==> src/design/sap_alu.sv <==
// ---------------------------------------------------------------------------
// sap_alu: shared three-operand adder and limit compare
// Every placement and growth step of the packer goes through this unit.
// ---------------------------------------------------------------------------
module sap_alu #(
  parameter int CW = 15
) (
  input  logic [CW-1:0] a,
  input  logic [CW-1:0] b,
  input  logic [CW-1:0] c,
  input  logic [CW-1:0] lim,
  output logic [CW-1:0] sum,
  output logic          gt
);

  logic [CW+1:0] full_sum;

  assign full_sum = (CW+2)'(a) + (CW+2)'(b) + (CW+2)'(c);
  assign sum      = full_sum[CW-1:0];
  assign gt       = full_sum > (CW+2)'(lim);

endmodule

==> config.mk <==
export PLATFORM = sky130hd
export DESIGN_NAME = sap_alu
export DESIGN_NICKNAME = d
export VERILOG_FILES = /design/src/design/sap_alu.sv
export SDC_FILE = /design/constraint.sdc
export NUM_CORES = 1
export LEC_CHECK = 0
export BUFFER_PORTS_ARGS = -buffer_cell sky130_fd_sc_hd__buf_2
export CAP_MARGIN = 20
export CORE_ASPECT_RATIO = 0.7
export CORE_MARGIN = 2
export CORE_UTILIZATION = 30
export DETAILED_ROUTE_END_ITERATION = 10
export MAX_ROUTING_LAYER = met4
export PLACE_DENSITY = 0.59
export SETUP_SLACK_MARGIN = 0.05
export SYNTH_ARGS = -nofsm -noshare
export SYNTH_HDL_FRONTEND = slang
export SYNTH_SLANG_ARGS = --single-unit
==> constraint.sdc <==
create_clock -name vclk -period 7.2
set_clock_uncertainty 0.15 [all_clocks]
set_input_delay 0.36 -clock vclk [all_inputs]
set_output_delay 0.36 -clock vclk [all_outputs]
set_load 0.01 [all_outputs]
==> impl_results.md <==
* Pwr Density at 184 nW/um^2
* Status: finished, final reports clean
* Initial antenna violation count at 0
* Final WS setup at 2750 ps
* P_sw at 189 uW
* Post-synthesis mux area share at 0%
* Die ar. at 5330 um^2
* Largest family of logic cells by synthesized area: adder cells
* Final hold vios at 0
* RSZ-0062 raised after global routing: false
* Die X at 86.4 um
* Minimum clock period at 4450 ps
* Drt drc at 0
* Largest net degree at the start of global routing at 9
* Crit path launch: a[1]
* Synth Area in XOR/XNOR at 6.75%
* Post-cts sizing count at 0
* Compound-Gate Fraction of Synth Area at 26.4%
* Worst-margin pin slew at 375 ps
* Final period util at 61.8%
* Cell count after synthesis at 163
* Via count at 1432
* Crit Path Max Fanout at 3
* I/O Buffers at 76
* Sequential fraction of the synthesis area at 0%
* Cell internal pwr at 155 uW
* Startpoint types: input pin
* All-Layer GR Usage at 13.2%
* Post-synthesis cell type count at 38
* Syn_nets at 268
* Fmax at 225 MHz
* DPL Wire Length at 3280 um
* Synth area leaders: ha_1 (25%), fa_1 (22%), a21oi_1 (4.9%), xnor2_1 (4.9%), inv_1 (4.5%)
* Slew Limit Fails at 0
* Boundary Pins at 76
* Setup-failing EPs final at 0
* Synth Warn # at 0
* Slew headroom at 74.9%
* First-pass GRT wire length at 5610 um
* Post-CTS setup buffers at 0
* VDD IR-drop max at 0.0000591 V
* Share of cells above drive strength 1 at 33.8%
* Clock Buffer Count at 0
* Crit. End Element: primary output
* Seq_cells at 0
* Remaining antenna violation count at 0
* # rows at 20
* Fin Hold WS at 950 ps
* Die Y-Extent at 61.7 um
* Worst hold path type: in2out
* Total of max-cap violations at 0
* Combinational Power Share at 100.0%
* Critical Path AT at 3940 ps
* Place WS at 2710 ps
* Critical path type: in2out
* Fin util at 41.9%
* Core box area at 4450 um^2
* Post-Route WL at 3470 um
* Post-synth top area cell: ha_1
* Initial DRC count at 15
* FF/Latch Area at 0 um^2
* Setup TNS at 0 ps
* Hold Crit Start: c[0]
* Area grow syn2layout at 31.0%
* Reg power frac at 0%
* # diodes at 0
* Synth Area per Inst at 8.75 um^2
* Post-synthesis adder-cell area fraction at 47.9%
* Sw frac at 55.0%
* Grt ovf at 0
* Synth top area share at 25.4%
* Post-Syn Area at 1430 um^2
* WL/cell at 11.9 um
* Leak at 0.000994 uW
* Drt first pass iters at 4
* Final #Nets at 344
* Initial Util at 32.0%
* Simple-gate share of the synthesized area at 13.9%
* Clock share of power at 0%
* GPL Wtd Cong at 0.839
* Critical Path RT at 6690 ps
* Vias in the first global route at 1268
* Vias per cell at 4.90
* Post-CTS Hold Buffers at 0
==> worst paths after layout <==
path | end | slack [ps] | depth (start not counted)
max | gt | 2750 | 16
min | sum[0] | 950 | 3
==> power groups by stage <==
stage	clock [uW]	sequential [uW]	combinational, uW
6_report	0	0	344
5_1_grt	0	0	391
4_1_cts	0	0	349
3_5_place_dp	0	0	347
3_3_place_gp	0	0	344
2_1_floorplan	0	0	234
==> cell type report <==
cell class                      instances  area (um^2)
Tap cell                               55         68.8
Multi-Input combinational cell        144         1360
Fill cell                             491         2590
Inverter                               17         63.8
Timing Repair Buffer                   76          380
==> cells in the final DEF, fill, tap and decap left out, types with 4 or more instances in the layout <==
| cell | n |
|---|---|
| a21o_1 | 6 |
| a21oi_1 | 14 |
| buf_2 | 76 |
| fa_1 | 16 |
| ha_1 | 29 |
| inv_1 | 17 |
| nand2_1 | 5 |
| nand3_1 | 7 |
| nor2_1 | 6 |
| o21ai_0 | 7 |
| o21bai_1 | 4 |
| xnor2_1 | 8 |
==> per-stage QoR <==
| step | instance area (um^2) | power [uW] | instances |
|---|---|---|---|
| 2_1_floorplan | 1430 | 234 | 163 |
| 3_3_place_gp | 1870 | 344 | 292 |
| 3_5_place_dp | 1870 | 347 | 292 |
| 4_1_cts | 1870 | 349 | 292 |
| 5_1_grt | 1870 | 391 | 292 |
| 6_report | 1870 | 344 | 292 |
==> metal layers <==
layer,up-vias,global-route usage (%),routed length [um]
li1,749,-,-
met5,-,-,0
met2,51,20.0,1380
met1,632,20.1,1810
met4,0,0,0
met3,0,1.45,280
==> cell families after synthesis <==
kind of cell	count (synthesis)
and+or+nand+nor	35
buffers and inverters	19
xor gates and xnor gates	11
adders and majority gates	45
AOI/OAI and AO/OA	53
==> synthesized netlist by cell type <==
library cell,number
a2111oi_1,1
a2111oi_2,1
a211o_1,2
a211oi_1,3
a211oi_4,1
a21boi_0,1
a21o_1,6
a21oi_1,14
a31o_1,1
a32oi_1,1
a41o_1,1
and2_1,1
and2_2,1
and3_1,2
and3_4,1
and3b_1,1
and4_1,3
clkbuf_1,2
fa_1,16
ha_1,29
inv_1,17
nand2_1,5
nand2b_1,1
nand3_1,7
nand3b_1,1
nand4_1,2
nor2_1,6
nor2b_1,3
nor3_1,1
o211a_1,1
o211ai_1,2
o21a_1,3
o21ai_0,7
o21bai_1,4
o22ai_1,1
o31ai_1,3
xnor2_1,8
xor2_1,3
==> critical path: stages <==
cell and delay [ps]:
buf_2 110, fa_1 470, ha_1 250, fa_1 420, a211oi_1 270, o21bai_1 160
a211o_1 340, a2111oi_2 350, nand3b_1 170, ha_1 250, and3_1 180, nand3_1 70
o22ai_1 70, a41o_1 220, o211ai_1 90, buf_2 160
No activity file was read; power rests on OpenSTA's default activity.
