<file path="src/design/sap_pkg.sv">
// ---------------------------------------------------------------------------
// sap_pkg: shared types and constants of the shelf atlas packer
// Opcodes, status codes, register indexes and the entry and store control
// records used across the packer modules.
// ---------------------------------------------------------------------------
package sap_pkg;

  localparam int RECT_W    = 12;  // padded rectangle side
  localparam int PAD_W     = 4;   // atlas padding
  localparam int CFG_W     = 13;  // widest configuration register
  localparam int CFG_IDX_W = 2;

  localparam logic [CFG_IDX_W-1:0] CFG_PAD    = 2'd0;
  localparam logic [CFG_IDX_W-1:0] CFG_INIT_W = 2'd1;
  localparam logic [CFG_IDX_W-1:0] CFG_INIT_H = 2'd2;

  localparam logic [PAD_W-1:0] PAD_RST       = 4'd1;
  localparam logic [CFG_W-1:0] INIT_SIDE_RST = 13'd256;

  typedef enum logic [1:0] {
    OP_ADD   = 2'd0,
    OP_QUERY = 2'd1,
    OP_CLEAR = 2'd2,
    OP_NOP   = 2'd3
  } opcode_t;

  typedef enum logic [2:0] {
    ST_OK        = 3'd0,
    ST_FULL      = 3'd1,
    ST_MAX_SIZE  = 3'd2,
    ST_EMPTY     = 3'd3,
    ST_BAD_INDEX = 3'd4
  } status_t;

  typedef struct packed {
    logic [RECT_W-1:0] tw;
    logic [RECT_W-1:0] th;
    logic              empty;
  } rect_t;

  typedef struct packed {
    logic ent_we;
    logic pos_we;
    logic rd_en;
  } store_ctl_t;

endpackage

</file>
<file path="src/design/sap_seq.sv">
// ---------------------------------------------------------------------------
// sap_seq: packer sequencer
// Runs add, query and clear requests step by step, placing adds over the shared
// adder; grows the atlas and walks the store for a repack, holds the result.
// ---------------------------------------------------------------------------
module sap_seq #(
  parameter int MAX_ENTRIES = 256,
  parameter int MAX_SIDE    = 4096,
  localparam int IW   = $clog2(MAX_ENTRIES),
  localparam int CNTW = $clog2(MAX_ENTRIES + 1),
  localparam int SW   = $clog2(MAX_SIDE + 1),
  localparam int CW   = ((SW > sap_pkg::RECT_W + 1) ? SW : sap_pkg::RECT_W + 1) + 1
) (
  input  logic                              clk,
  input  logic                              rst_n,
  input  logic                              in_valid,
  output logic                              in_stall,
  input  logic [1:0]                        in_opcode,
  input  logic [IW-1:0]                     in_entry_index,
  input  logic [sap_pkg::RECT_W-1:0]        in_pad_width,
  input  logic [sap_pkg::RECT_W-1:0]        in_pad_height,
  input  logic                              in_is_empty,
  output logic                              out_valid,
  input  logic                              out_stall,
  output logic [SW-1:0]                     out_pos_x,
  output logic [SW-1:0]                     out_pos_y,
  output logic [SW-1:0]                     out_atlas_width,
  output logic [SW-1:0]                     out_atlas_height,
  output logic                              out_repacked,
  output logic [IW-1:0]                     out_assigned_index,
  output logic [2:0]                        out_status,
  input  logic                              cfg_we,
  input  logic [sap_pkg::CFG_IDX_W-1:0]     cfg_index,
  input  logic [sap_pkg::CFG_W-1:0]         cfg_data,
  output sap_pkg::store_ctl_t               st_ctl,
  output logic [IW-1:0]                     st_wr_idx,
  output logic                              st_wr_bank,
  output sap_pkg::rect_t                    st_ent_wdata,
  output logic [SW-1:0]                     st_pos_wx,
  output logic [SW-1:0]                     st_pos_wy,
  output logic [IW-1:0]                     st_rd_idx,
  output logic                              st_rd_bank,
  input  sap_pkg::rect_t                    st_ent_rdata,
  input  logic [SW-1:0]                     st_pos_rx,
  input  logic [SW-1:0]                     st_pos_ry,
  output logic [CW-1:0]                     alu_a,
  output logic [CW-1:0]                     alu_b,
  output logic [CW-1:0]                     alu_c,
  output logic [CW-1:0]                     alu_lim,
  input  logic [CW-1:0]                     alu_sum,
  input  logic                              alu_gt
);

  localparam int CMPW = SW + sap_pkg::CFG_W;

  typedef enum logic [3:0] {
    S_IDLE, S_QRD, S_RD, S_ROW, S_NROW, S_FIT, S_ADV, S_GROW, S_OUT
  } state_t;

  function automatic logic [SW-1:0] clamp_side(input logic [sap_pkg::CFG_W-1:0] v);
    logic [CMPW-1:0] ext;
    ext = CMPW'(v);
    if (v == '0) begin
      return SW'(1);
    end else if (ext > CMPW'(MAX_SIDE)) begin
      return SW'(MAX_SIDE);
    end else begin
      return SW'(ext);
    end
  endfunction

  state_t                        state_r, state_nxt;
  logic [sap_pkg::PAD_W-1:0]     pad_r, pad_nxt;
  logic [sap_pkg::CFG_W-1:0]     initw_r, initw_nxt;
  logic [sap_pkg::CFG_W-1:0]     inith_r, inith_nxt;

  // committed packer state
  logic [CNTW-1:0]               count_r, count_nxt;
  logic [CW-1:0]                 cx_r, cx_nxt;
  logic [CW-1:0]                 cy_r, cy_nxt;
  logic [sap_pkg::RECT_W-1:0]    rh_r, rh_nxt;
  logic [SW-1:0]                 w_r, w_nxt;
  logic [SW-1:0]                 h_r, h_nxt;
  logic                          bank_r, bank_nxt;

  // working copy while an add is in flight
  logic [CW-1:0]                 wcx_r, wcx_nxt;
  logic [CW-1:0]                 wcy_r, wcy_nxt;
  logic [sap_pkg::RECT_W-1:0]    wrh_r, wrh_nxt;
  logic [SW-1:0]                 ww_r, ww_nxt;
  logic [SW-1:0]                 wh_r, wh_nxt;
  logic                          rep_r, rep_nxt;
  logic [IW-1:0]                 ridx_r, ridx_nxt;
  sap_pkg::rect_t                rect_r, rect_nxt;
  logic [IW-1:0]                 qidx_r, qidx_nxt;

  // result waiting for the output register
  logic [SW-1:0]                 res_x_r, res_x_nxt;
  logic [SW-1:0]                 res_y_r, res_y_nxt;
  logic                          res_rep_r, res_rep_nxt;
  logic [IW-1:0]                 res_aidx_r, res_aidx_nxt;
  sap_pkg::status_t              res_st_r, res_st_nxt;

  logic                          out_valid_r, out_valid_nxt;
  logic [SW-1:0]                 out_x_r, out_x_nxt;
  logic [SW-1:0]                 out_y_r, out_y_nxt;
  logic [SW-1:0]                 out_w_r, out_w_nxt;
  logic [SW-1:0]                 out_h_r, out_h_nxt;
  logic                          out_rep_r, out_rep_nxt;
  logic [IW-1:0]                 out_aidx_r, out_aidx_nxt;
  sap_pkg::status_t              out_st_r, out_st_nxt;

  sap_pkg::opcode_t              in_op;
  sap_pkg::rect_t                cur_rect;
  logic                          accept;
  logic                          full;
  logic                          last_ent;
  logic [IW-1:0]                 cur_idx;
  logic [CW-1:0]                 pad_cw;
  logic [CW-1:0]                 pad2_cw;
  logic [SW-1:0]                 grow_side;
  logic [sap_pkg::RECT_W-1:0]    new_rh;

  assign in_op     = sap_pkg::opcode_t'(in_opcode);
  assign cur_rect  = rep_r ? st_ent_rdata : rect_r;
  assign accept    = in_valid && (state_r == S_IDLE);
  assign full      = (count_r == CNTW'(MAX_ENTRIES));
  assign last_ent  = (ridx_r == count_r[IW-1:0]);
  assign cur_idx   = rep_r ? ridx_r : count_r[IW-1:0];
  assign pad_cw    = CW'(pad_r);
  assign pad2_cw   = {pad_cw[CW-2:0], 1'b0};
  assign grow_side = (ww_r == wh_r) ? ww_r : wh_r;
  assign new_rh    = (cur_rect.th > wrh_r) ? cur_rect.th : wrh_r;

  assign in_stall           = (state_r != S_IDLE);
  assign out_valid          = out_valid_r;
  assign out_pos_x          = out_x_r;
  assign out_pos_y          = out_y_r;
  assign out_atlas_width    = out_w_r;
  assign out_atlas_height   = out_h_r;
  assign out_repacked       = out_rep_r;
  assign out_assigned_index = out_aidx_r;
  assign out_status         = out_st_r;

  // store port steering
  assign st_rd_idx    = (state_r == S_RD) ? ridx_r : in_entry_index;
  assign st_rd_bank   = bank_r;
  assign st_wr_idx    = (state_r == S_ADV) ? cur_idx : count_r[IW-1:0];
  assign st_wr_bank   = rep_r ? ~bank_r : bank_r;
  assign st_ent_wdata = '{tw: in_pad_width, th: in_pad_height, empty: in_is_empty};
  assign st_pos_wx    = wcx_r[SW-1:0];
  assign st_pos_wy    = wcy_r[SW-1:0];

  always_comb begin
    st_ctl        = '0;
    st_ctl.ent_we = accept && (in_op == sap_pkg::OP_ADD) && !full;
    st_ctl.pos_we = (state_r == S_ADV);
    st_ctl.rd_en  = (state_r == S_RD) || (accept && (in_op == sap_pkg::OP_QUERY));
  end

  // operand select for the shared adder
  always_comb begin
    alu_a   = '0;
    alu_b   = '0;
    alu_c   = '0;
    alu_lim = '0;
    case (state_r)
      S_ROW: begin
        alu_a   = wcx_r;
        alu_b   = CW'(cur_rect.tw);
        alu_c   = pad2_cw;
        alu_lim = CW'(ww_r);
      end
      S_NROW: begin
        alu_a = wcy_r;
        alu_b = CW'(wrh_r);
        alu_c = pad_cw;
      end
      S_FIT: begin
        alu_a   = wcy_r;
        alu_b   = CW'(cur_rect.th);
        alu_c   = pad2_cw;
        alu_lim = CW'(wh_r);
      end
      S_ADV: begin
        alu_a = wcx_r;
        alu_b = CW'(cur_rect.tw);
        alu_c = pad_cw;
      end
      S_GROW: begin
        alu_a   = CW'({grow_side, 1'b0});
        alu_lim = CW'(MAX_SIDE);
      end
      default: begin
      end
    endcase
  end

  always_comb begin
    state_nxt     = state_r;
    pad_nxt       = pad_r;
    initw_nxt     = initw_r;
    inith_nxt     = inith_r;
    count_nxt     = count_r;
    cx_nxt        = cx_r;
    cy_nxt        = cy_r;
    rh_nxt        = rh_r;
    w_nxt         = w_r;
    h_nxt         = h_r;
    bank_nxt      = bank_r;
    wcx_nxt       = wcx_r;
    wcy_nxt       = wcy_r;
    wrh_nxt       = wrh_r;
    ww_nxt        = ww_r;
    wh_nxt        = wh_r;
    rep_nxt       = rep_r;
    ridx_nxt      = ridx_r;
    rect_nxt      = rect_r;
    qidx_nxt      = qidx_r;
    res_x_nxt     = res_x_r;
    res_y_nxt     = res_y_r;
    res_rep_nxt   = res_rep_r;
    res_aidx_nxt  = res_aidx_r;
    res_st_nxt    = res_st_r;
    out_valid_nxt = out_valid_r && out_stall;
    out_x_nxt     = out_x_r;
    out_y_nxt     = out_y_r;
    out_w_nxt     = out_w_r;
    out_h_nxt     = out_h_r;
    out_rep_nxt   = out_rep_r;
    out_aidx_nxt  = out_aidx_r;
    out_st_nxt    = out_st_r;

    if (cfg_we) begin
      case (cfg_index)
        sap_pkg::CFG_PAD:    pad_nxt   = cfg_data[sap_pkg::PAD_W-1:0];
        sap_pkg::CFG_INIT_W: initw_nxt = cfg_data;
        sap_pkg::CFG_INIT_H: inith_nxt = cfg_data;
        default: begin
        end
      endcase
    end

    case (state_r)
      S_IDLE: begin
        if (accept) begin
          res_x_nxt    = '0;
          res_y_nxt    = '0;
          res_rep_nxt  = 1'b0;
          res_aidx_nxt = '0;
          res_st_nxt   = sap_pkg::ST_OK;
          rect_nxt     = st_ent_wdata;
          qidx_nxt     = in_entry_index;
          state_nxt    = S_OUT;
          case (in_op)
            sap_pkg::OP_ADD: begin
              if (full) begin
                res_st_nxt = sap_pkg::ST_FULL;
              end else if (in_is_empty) begin
                count_nxt    = count_r + CNTW'(1);
                res_aidx_nxt = count_r[IW-1:0];
                res_st_nxt   = sap_pkg::ST_EMPTY;
              end else begin
                wcx_nxt   = cx_r;
                wcy_nxt   = cy_r;
                wrh_nxt   = rh_r;
                ww_nxt    = w_r;
                wh_nxt    = h_r;
                rep_nxt   = 1'b0;
                state_nxt = S_ROW;
              end
            end
            sap_pkg::OP_QUERY: begin
              state_nxt = S_QRD;
            end
            sap_pkg::OP_CLEAR: begin
              count_nxt = '0;
              cx_nxt    = pad_cw;
              cy_nxt    = pad_cw;
              rh_nxt    = '0;
              w_nxt     = clamp_side(initw_r);
              h_nxt     = clamp_side(inith_r);
            end
            default: begin
            end
          endcase
        end
      end

      S_QRD: begin
        res_aidx_nxt = qidx_r;
        if (CNTW'(qidx_r) >= count_r) begin
          res_st_nxt = sap_pkg::ST_BAD_INDEX;
        end else if (st_ent_rdata.empty) begin
          res_st_nxt = sap_pkg::ST_EMPTY;
        end else begin
          res_x_nxt = st_pos_rx;
          res_y_nxt = st_pos_ry;
        end
        state_nxt = S_OUT;
      end

      S_RD: begin
        state_nxt = S_ROW;
      end

      S_ROW: begin
        if (rep_r && cur_rect.empty) begin
          // empty glyphs keep no position, step over them
          ridx_nxt  = ridx_r + IW'(1);
          state_nxt = S_RD;
        end else if (alu_gt) begin
          state_nxt = S_NROW;
        end else begin
          state_nxt = S_FIT;
        end
      end

      S_NROW: begin
        wcx_nxt   = pad_cw;
        wcy_nxt   = alu_sum;
        wrh_nxt   = '0;
        state_nxt = S_FIT;
      end

      S_FIT: begin
        state_nxt = alu_gt ? S_GROW : S_ADV;
      end

      S_ADV: begin
        if (!rep_r || last_ent) begin
          count_nxt    = count_r + CNTW'(1);
          cx_nxt       = alu_sum;
          cy_nxt       = wcy_r;
          rh_nxt       = new_rh;
          w_nxt        = ww_r;
          h_nxt        = wh_r;
          bank_nxt     = bank_r ^ rep_r;
          res_x_nxt    = wcx_r[SW-1:0];
          res_y_nxt    = wcy_r[SW-1:0];
          res_rep_nxt  = rep_r;
          res_aidx_nxt = count_r[IW-1:0];
          res_st_nxt   = sap_pkg::ST_OK;
          state_nxt    = S_OUT;
        end else begin
          wcx_nxt   = alu_sum;
          wrh_nxt   = new_rh;
          ridx_nxt  = ridx_r + IW'(1);
          state_nxt = S_RD;
        end
      end

      S_GROW: begin
        if (alu_gt) begin
          // size limit hit: nothing of this add is committed
          res_st_nxt = sap_pkg::ST_MAX_SIZE;
          state_nxt  = S_OUT;
        end else begin
          if (ww_r == wh_r) begin
            ww_nxt = {ww_r[SW-2:0], 1'b0};
          end else begin
            wh_nxt = {wh_r[SW-2:0], 1'b0};
          end
          wcx_nxt   = pad_cw;
          wcy_nxt   = pad_cw;
          wrh_nxt   = '0;
          ridx_nxt  = '0;
          rep_nxt   = 1'b1;
          state_nxt = S_RD;
        end
      end

      S_OUT: begin
        if (!out_valid_r || !out_stall) begin
          out_valid_nxt = 1'b1;
          out_x_nxt     = res_x_r;
          out_y_nxt     = res_y_r;
          out_w_nxt     = w_r;
          out_h_nxt     = h_r;
          out_rep_nxt   = res_rep_r;
          out_aidx_nxt  = res_aidx_r;
          out_st_nxt    = res_st_r;
          state_nxt     = S_IDLE;
        end
      end

      default: begin
        state_nxt = S_IDLE;
      end
    endcase
  end

  always_ff @(posedge clk) begin
    wcx_r      <= wcx_nxt;
    wcy_r      <= wcy_nxt;
    wrh_r      <= wrh_nxt;
    ww_r       <= ww_nxt;
    wh_r       <= wh_nxt;
    rep_r      <= rep_nxt;
    ridx_r     <= ridx_nxt;
    rect_r     <= rect_nxt;
    qidx_r     <= qidx_nxt;
    res_x_r    <= res_x_nxt;
    res_y_r    <= res_y_nxt;
    res_rep_r  <= res_rep_nxt;
    res_aidx_r <= res_aidx_nxt;
    res_st_r   <= res_st_nxt;
    out_x_r    <= out_x_nxt;
    out_y_r    <= out_y_nxt;
    out_w_r    <= out_w_nxt;
    out_h_r    <= out_h_nxt;
    out_rep_r  <= out_rep_nxt;
    out_aidx_r <= out_aidx_nxt;
    out_st_r   <= out_st_nxt;
    if (!rst_n) begin
      state_r     <= S_IDLE;
      out_valid_r <= 1'b0;
      pad_r       <= sap_pkg::PAD_RST;
      initw_r     <= sap_pkg::INIT_SIDE_RST;
      inith_r     <= sap_pkg::INIT_SIDE_RST;
      count_r     <= '0;
      cx_r        <= CW'(sap_pkg::PAD_RST);
      cy_r        <= CW'(sap_pkg::PAD_RST);
      rh_r        <= '0;
      w_r         <= clamp_side(sap_pkg::INIT_SIDE_RST);
      h_r         <= clamp_side(sap_pkg::INIT_SIDE_RST);
      bank_r      <= 1'b0;
    end else begin
      state_r     <= state_nxt;
      out_valid_r <= out_valid_nxt;
      pad_r       <= pad_nxt;
      initw_r     <= initw_nxt;
      inith_r     <= inith_nxt;
      count_r     <= count_nxt;
      cx_r        <= cx_nxt;
      cy_r        <= cy_nxt;
      rh_r        <= rh_nxt;
      w_r         <= w_nxt;
      h_r         <= h_nxt;
      bank_r      <= bank_nxt;
    end
  end

endmodule

</file>
<file path="config.mk">
export PLATFORM = sky130hd
export DESIGN_NAME = sap_seq
export DESIGN_NICKNAME = d
export VERILOG_FILES = /design/src/design/sap_pkg.sv /design/src/design/sap_seq.sv
export SDC_FILE = /design/constraint.sdc
export NUM_CORES = 1
export LEC_CHECK = 0
export ABC_AREA = 1
export BUFFER_PORTS_ARGS = -buffer_cell sky130_fd_sc_hd__buf_2
export CAP_MARGIN = 20
export CORE_MARGIN = 1
export CORE_UTILIZATION = 50
export DETAILED_ROUTE_END_ITERATION = 7
export PLACE_DENSITY = 0.88
export SYNTH_ARGS = -nofsm -noshare
export SYNTH_HDL_FRONTEND = slang
export SYNTH_SLANG_ARGS = --single-unit
</file>
<file path="constraint.sdc">
create_clock -name clk -period 3.75 [get_ports clk]
set_input_delay 0.5625 -clock clk [delete_from_list [all_inputs] [get_ports clk]]
set_output_delay 0.5625 -clock clk [all_outputs]
set_load 0.005 [all_outputs]
</file>
==> flow_summary.yaml <==
placed_design:
  routabilityCongestion: 0.975
  detailed_place_hpwl_microns: 31500
  port-buffer-count: 302
  pre_cts_slack_ps: 336
timing:
  finClkSkew_ps: 22.8
  finalWorstSetupSlack_ps: 279
  final_min_period_over_clock_period_pct: 92.5
  finalHoldViolCount: 0
  relSlewSlack_pct: 39.7
  max_freq_mhz: 288
  unrepaired_setup_endpoints_after_global_routing: "no"
  final_period_minus_worst_setup_slack_ps: 3470
  timing_max_transition_violations_final: 0
  timing.final.setup_violations: 0
  finalHoldWorstSlack_ps: 227
  worstMarginPinSlew_ps: 904
  timing.setup.tns_ps: 0
global_route:
  grt_overflow_total: 0
  grt_pass1_vias: 12400
  first_pass_grt_wire_length_microns: 66800
  gr-usage-all-layers_pct: 27.8
  globalRouteMet3Util_pct: 5.02
  antenna_found_initial: 7
  grtUsageMet1_pct: 34.0
  grt_util_met2_pct: 46.2
  grt_most_used_layer: "met2"
  maximum_number_of_pins_on_one_net_before_global_route_repair: 85
power:
  p_leak_nw: 7.71
  comb_power_share_pct: 16.8
  p_clk_share_pct: 35.9
  p_total_mw: 9.96
  powerDensity_nw_per_um2: 561
  internal_power_of_the_cells_mw: 7.12
  maximum_vdd_ir_drop_mv: 0.464
  power.net_switching_mw: 2.84
  seq_power_share_pct: 47.3
  sw_frac_of_total_pct: 28.5
clock_tree:
  clk_root_buffer_cell: "sky130_fd_sc_hd__clkbuf_16"
  cts_tree: "done"
  tritoncts.num_buffers: 35
  cts-htree-levels: 2
  cts_sinks: 320
  clock_latency_ps: 530
  clock_tree.buffer_depth: 3
  holdBufCountCts: 0
  clkSlewWorstSetupHoldPaths_ps: 60
logic_synthesis:
  async_reset_ff_share_pct: 0
  synth_cell_types: 48
  syn_area_sq_um: 15200
  synth_area_per_cell_sq_um: 9.13
  netlist_top_cells_area: "sky130_fd_sc_hd__edfxtp_1, sky130_fd_sc_hd__dfxtp_1, sky130_fd_sc_hd__nand2_1"
  synth-main-ff-cell: "sky130_fd_sc_hd__edfxtp_1"
  synthesis.yosys.warnings: 0
  synth-edff-count: 209
  synthesis.instances: 1662
  synth.top_cell.area_share_pct: 41.4
  synth_seq_area_share_pct: 56.0
  synth_largest_area_cell: "sky130_fd_sc_hd__edfxtp_1"
  yosys_register_bits: 320
  post_synth_most_frequent_cells: "sky130_fd_sc_hd__nand2_1, sky130_fd_sc_hd__inv_1, sky130_fd_sc_hd__edfxtp_1, sky130_fd_sc_hd__o21ai_0, sky130_fd_sc_hd__nor2_1"
  synth_most_common_cell: "sky130_fd_sc_hd__nand2_1"
detailed_routing:
  avgRoutedWirePerCell_microns: 18.8
  first_pass_iters: 7
  first_iter_violations: 1489
  drc_errors: 0
  drt_wl_total_microns: 43600
  dr_total_vias: 13000
  routed_via_density: 5.62
  final_antenna_net_count: 0
job:
  timing.max_cap.violations: 0
worst_setup_path:
  critPathMaxStageDelay_ps: 470
  crit_path_frequent_cell: "sky130_fd_sc_hd__nor2_1"
  critical_path.slowest_cell: "sky130_fd_sc_hd__nand3_1"
  path_class: "flip-flop to output pin"
  critPathBufInv: 4
  cp_data_arrival_time_ps: 2910
  cpLargestDelayFamily: "buffers and inverters"
  peak_fanout_along_the_critical_path: 14
  crit_chain: "nor2_1 -> nand3_1 -> inv_1 -> nor2_1 -> buf_4 -> inv_2 -> nand2_1 -> o211ai_1 -> buf_2"
  type_of_destination_of_the_critical_path: "output pin"
  worstPathRequired_ps: 3190
  worst_setup_path_start_kind: "flip-flop"
finish:
  nNetsFinal: 2035
  share_of_final_layout_standard_cells_stronger_than_drive_strength_1_pct: 22.3
  num-fill-cells: 2443
  sequential_cell_area_sq_um: 8500
  areaGrowthSynthToFinish_pct: 17.1
  final_core_util_pct: 59.8
  area_of_the_multi_input_gates_sq_um: 5050
floorplan:
  placement_rows: 63
  i_o_pins: 315
  fp.dieW_microns: 176
  area_of_the_core_sq_um: 29700
  start_util_pct: 51.1
  floorplan.die_area_sq_um: 31000
  die-height_microns: 176
hold_path:
  holdCritPathClass: "input pin to flip-flop"
status:
  outcome: "completed"
-- repair_timing --
action                                 CTS  global route
buffers inserted                         0             0
gates resized for setup                  0             1
setup endpoints to repair                0             5
endpoints found under the hold margin    0             0
-- placed cells by master (no fill, tap or decap), types with 4 or more instances in the layout --
cell / Yosys / layout
sky130_fd_sc_hd__o21ai_1: 10 / 10
sky130_fd_sc_hd__nor2_2: 0 / 5
sky130_fd_sc_hd__edfxtp_1: 209 / 209
sky130_fd_sc_hd__o21ai_0: 193 / 193
sky130_fd_sc_hd__nor2_4: 3 / 5
sky130_fd_sc_hd__buf_2: 21 / 302
sky130_fd_sc_hd__a21oi_2: 11 / 11
sky130_fd_sc_hd__xnor2_1: 9 / 9
sky130_fd_sc_hd__buf_4: 67 / 19
sky130_fd_sc_hd__o22ai_1: 39 / 39
sky130_fd_sc_hd__conb_1: 1 / 12
sky130_fd_sc_hd__ha_1: 23 / 23
sky130_fd_sc_hd__inv_1: 215 / 215
sky130_fd_sc_hd__clkbuf_16: 0 / 36
sky130_fd_sc_hd__clkbuf_1: 43 / 8
sky130_fd_sc_hd__diode_2: 0 / 6
sky130_fd_sc_hd__nor4_1: 5 / 5
sky130_fd_sc_hd__inv_2: 10 / 10
sky130_fd_sc_hd__o221ai_1: 31 / 31
sky130_fd_sc_hd__bufinv_16: 0 / 4
sky130_fd_sc_hd__or2_2: 11 / 11
sky130_fd_sc_hd__clkbuf_8: 0 / 4
sky130_fd_sc_hd__nand3_1: 52 / 52
sky130_fd_sc_hd__nand4_1: 9 / 9
sky130_fd_sc_hd__nand2_1: 307 / 306
sky130_fd_sc_hd__xor2_1: 11 / 11
sky130_fd_sc_hd__nor3_1: 12 / 12
sky130_fd_sc_hd__a22o_1: 8 / 8
sky130_fd_sc_hd__clkinv_2: 0 / 8
sky130_fd_sc_hd__o211ai_1: 6 / 6
sky130_fd_sc_hd__a21oi_1: 90 / 90
sky130_fd_sc_hd__dfxtp_1: 111 / 111
sky130_fd_sc_hd__nor2_1: 124 / 117
-- metrics by stage --
stage,area (sq um),std cells
6_report,17800,2314
5_1_grt,17800,2313
4_1_cts,17700,2307
3_5_place_dp,16500,2243
3_3_place_gp,16500,2243
2_1_floorplan,15200,1673
-- per-layer routing --
layer / vias up / routed length [microns]
met5: - / 13
met4: 2 / 2340
met3: 157 / 4100
met2: 808 / 20900
met1: 6026 / 16200
li1: 6002 / -
-- sequential cells by signal, indices dropped and copies added (netlist names), 14 cells and up --
name and cells:
wcx_r 14, cy_r 14, wcy_r 14, rect_r 24, cx_r 14
-- path summary, 6_finish.rpt --
check | from | to | slack (ps) | depth (start not counted)
hold reg to reg | res_st_r[2]$_DFFE_PP_ | out_status[2]$_DFFE_PP_ | 420 | 0
setup reg to reg | rep_r$_DFFE_PP_ | wrh_r[9]$_DFFE_PP_ | 400 | 13
setup / recovery | state_r[3]$_SDFFE_PN0P_ | alu_a[13] | 280 | 9
hold / removal | in_pad_width[3] | rect_r[16]$_DFFE_PP_ | 230 | 1
-- logic make-up after synthesis --
group | Yosys count | synth area share (%)
XOR/XNOR | 20 | 1.15
adder cells (fa/ha/maj) | 23 | 1.90
AO/OA/AOI/OAI | 396 | 14.9
other | 1 | 0.0247
buffers and inverters | 366 | 11.1
AND/OR/NAND/NOR | 533 | 14.7
multiplexers | 3 | 0.214
flip-flops | 320 | 56.0
-- area by class of cell --
type / count / share of cell area, %
Multi-Input combinational cell: 987 / 28.4
Inverter: 225 / 4.75
Tap cell: 390 / 2.75
Sequential cell: 320 / 47.8
Clock inverter: 16 / 1.23
Timing Repair Buffer: 322 / 9.37
Antenna cell: 6 / 0.0845
Clock buffer: 48 / 5.55
-- power by group through the flow --
stage          Clock [mW]  Sequential [mW]  Combinational [mW]
4_1_cts              3.62             4.70                1.65
3_5_place_dp            0             4.77                1.63
3_3_place_gp            0             4.75                1.59
5_1_grt              3.75             4.75                1.86
2_1_floorplan           0             4.68                1.15
6_report             3.58             4.71                1.67
Power figures use the tool's default switching activity.
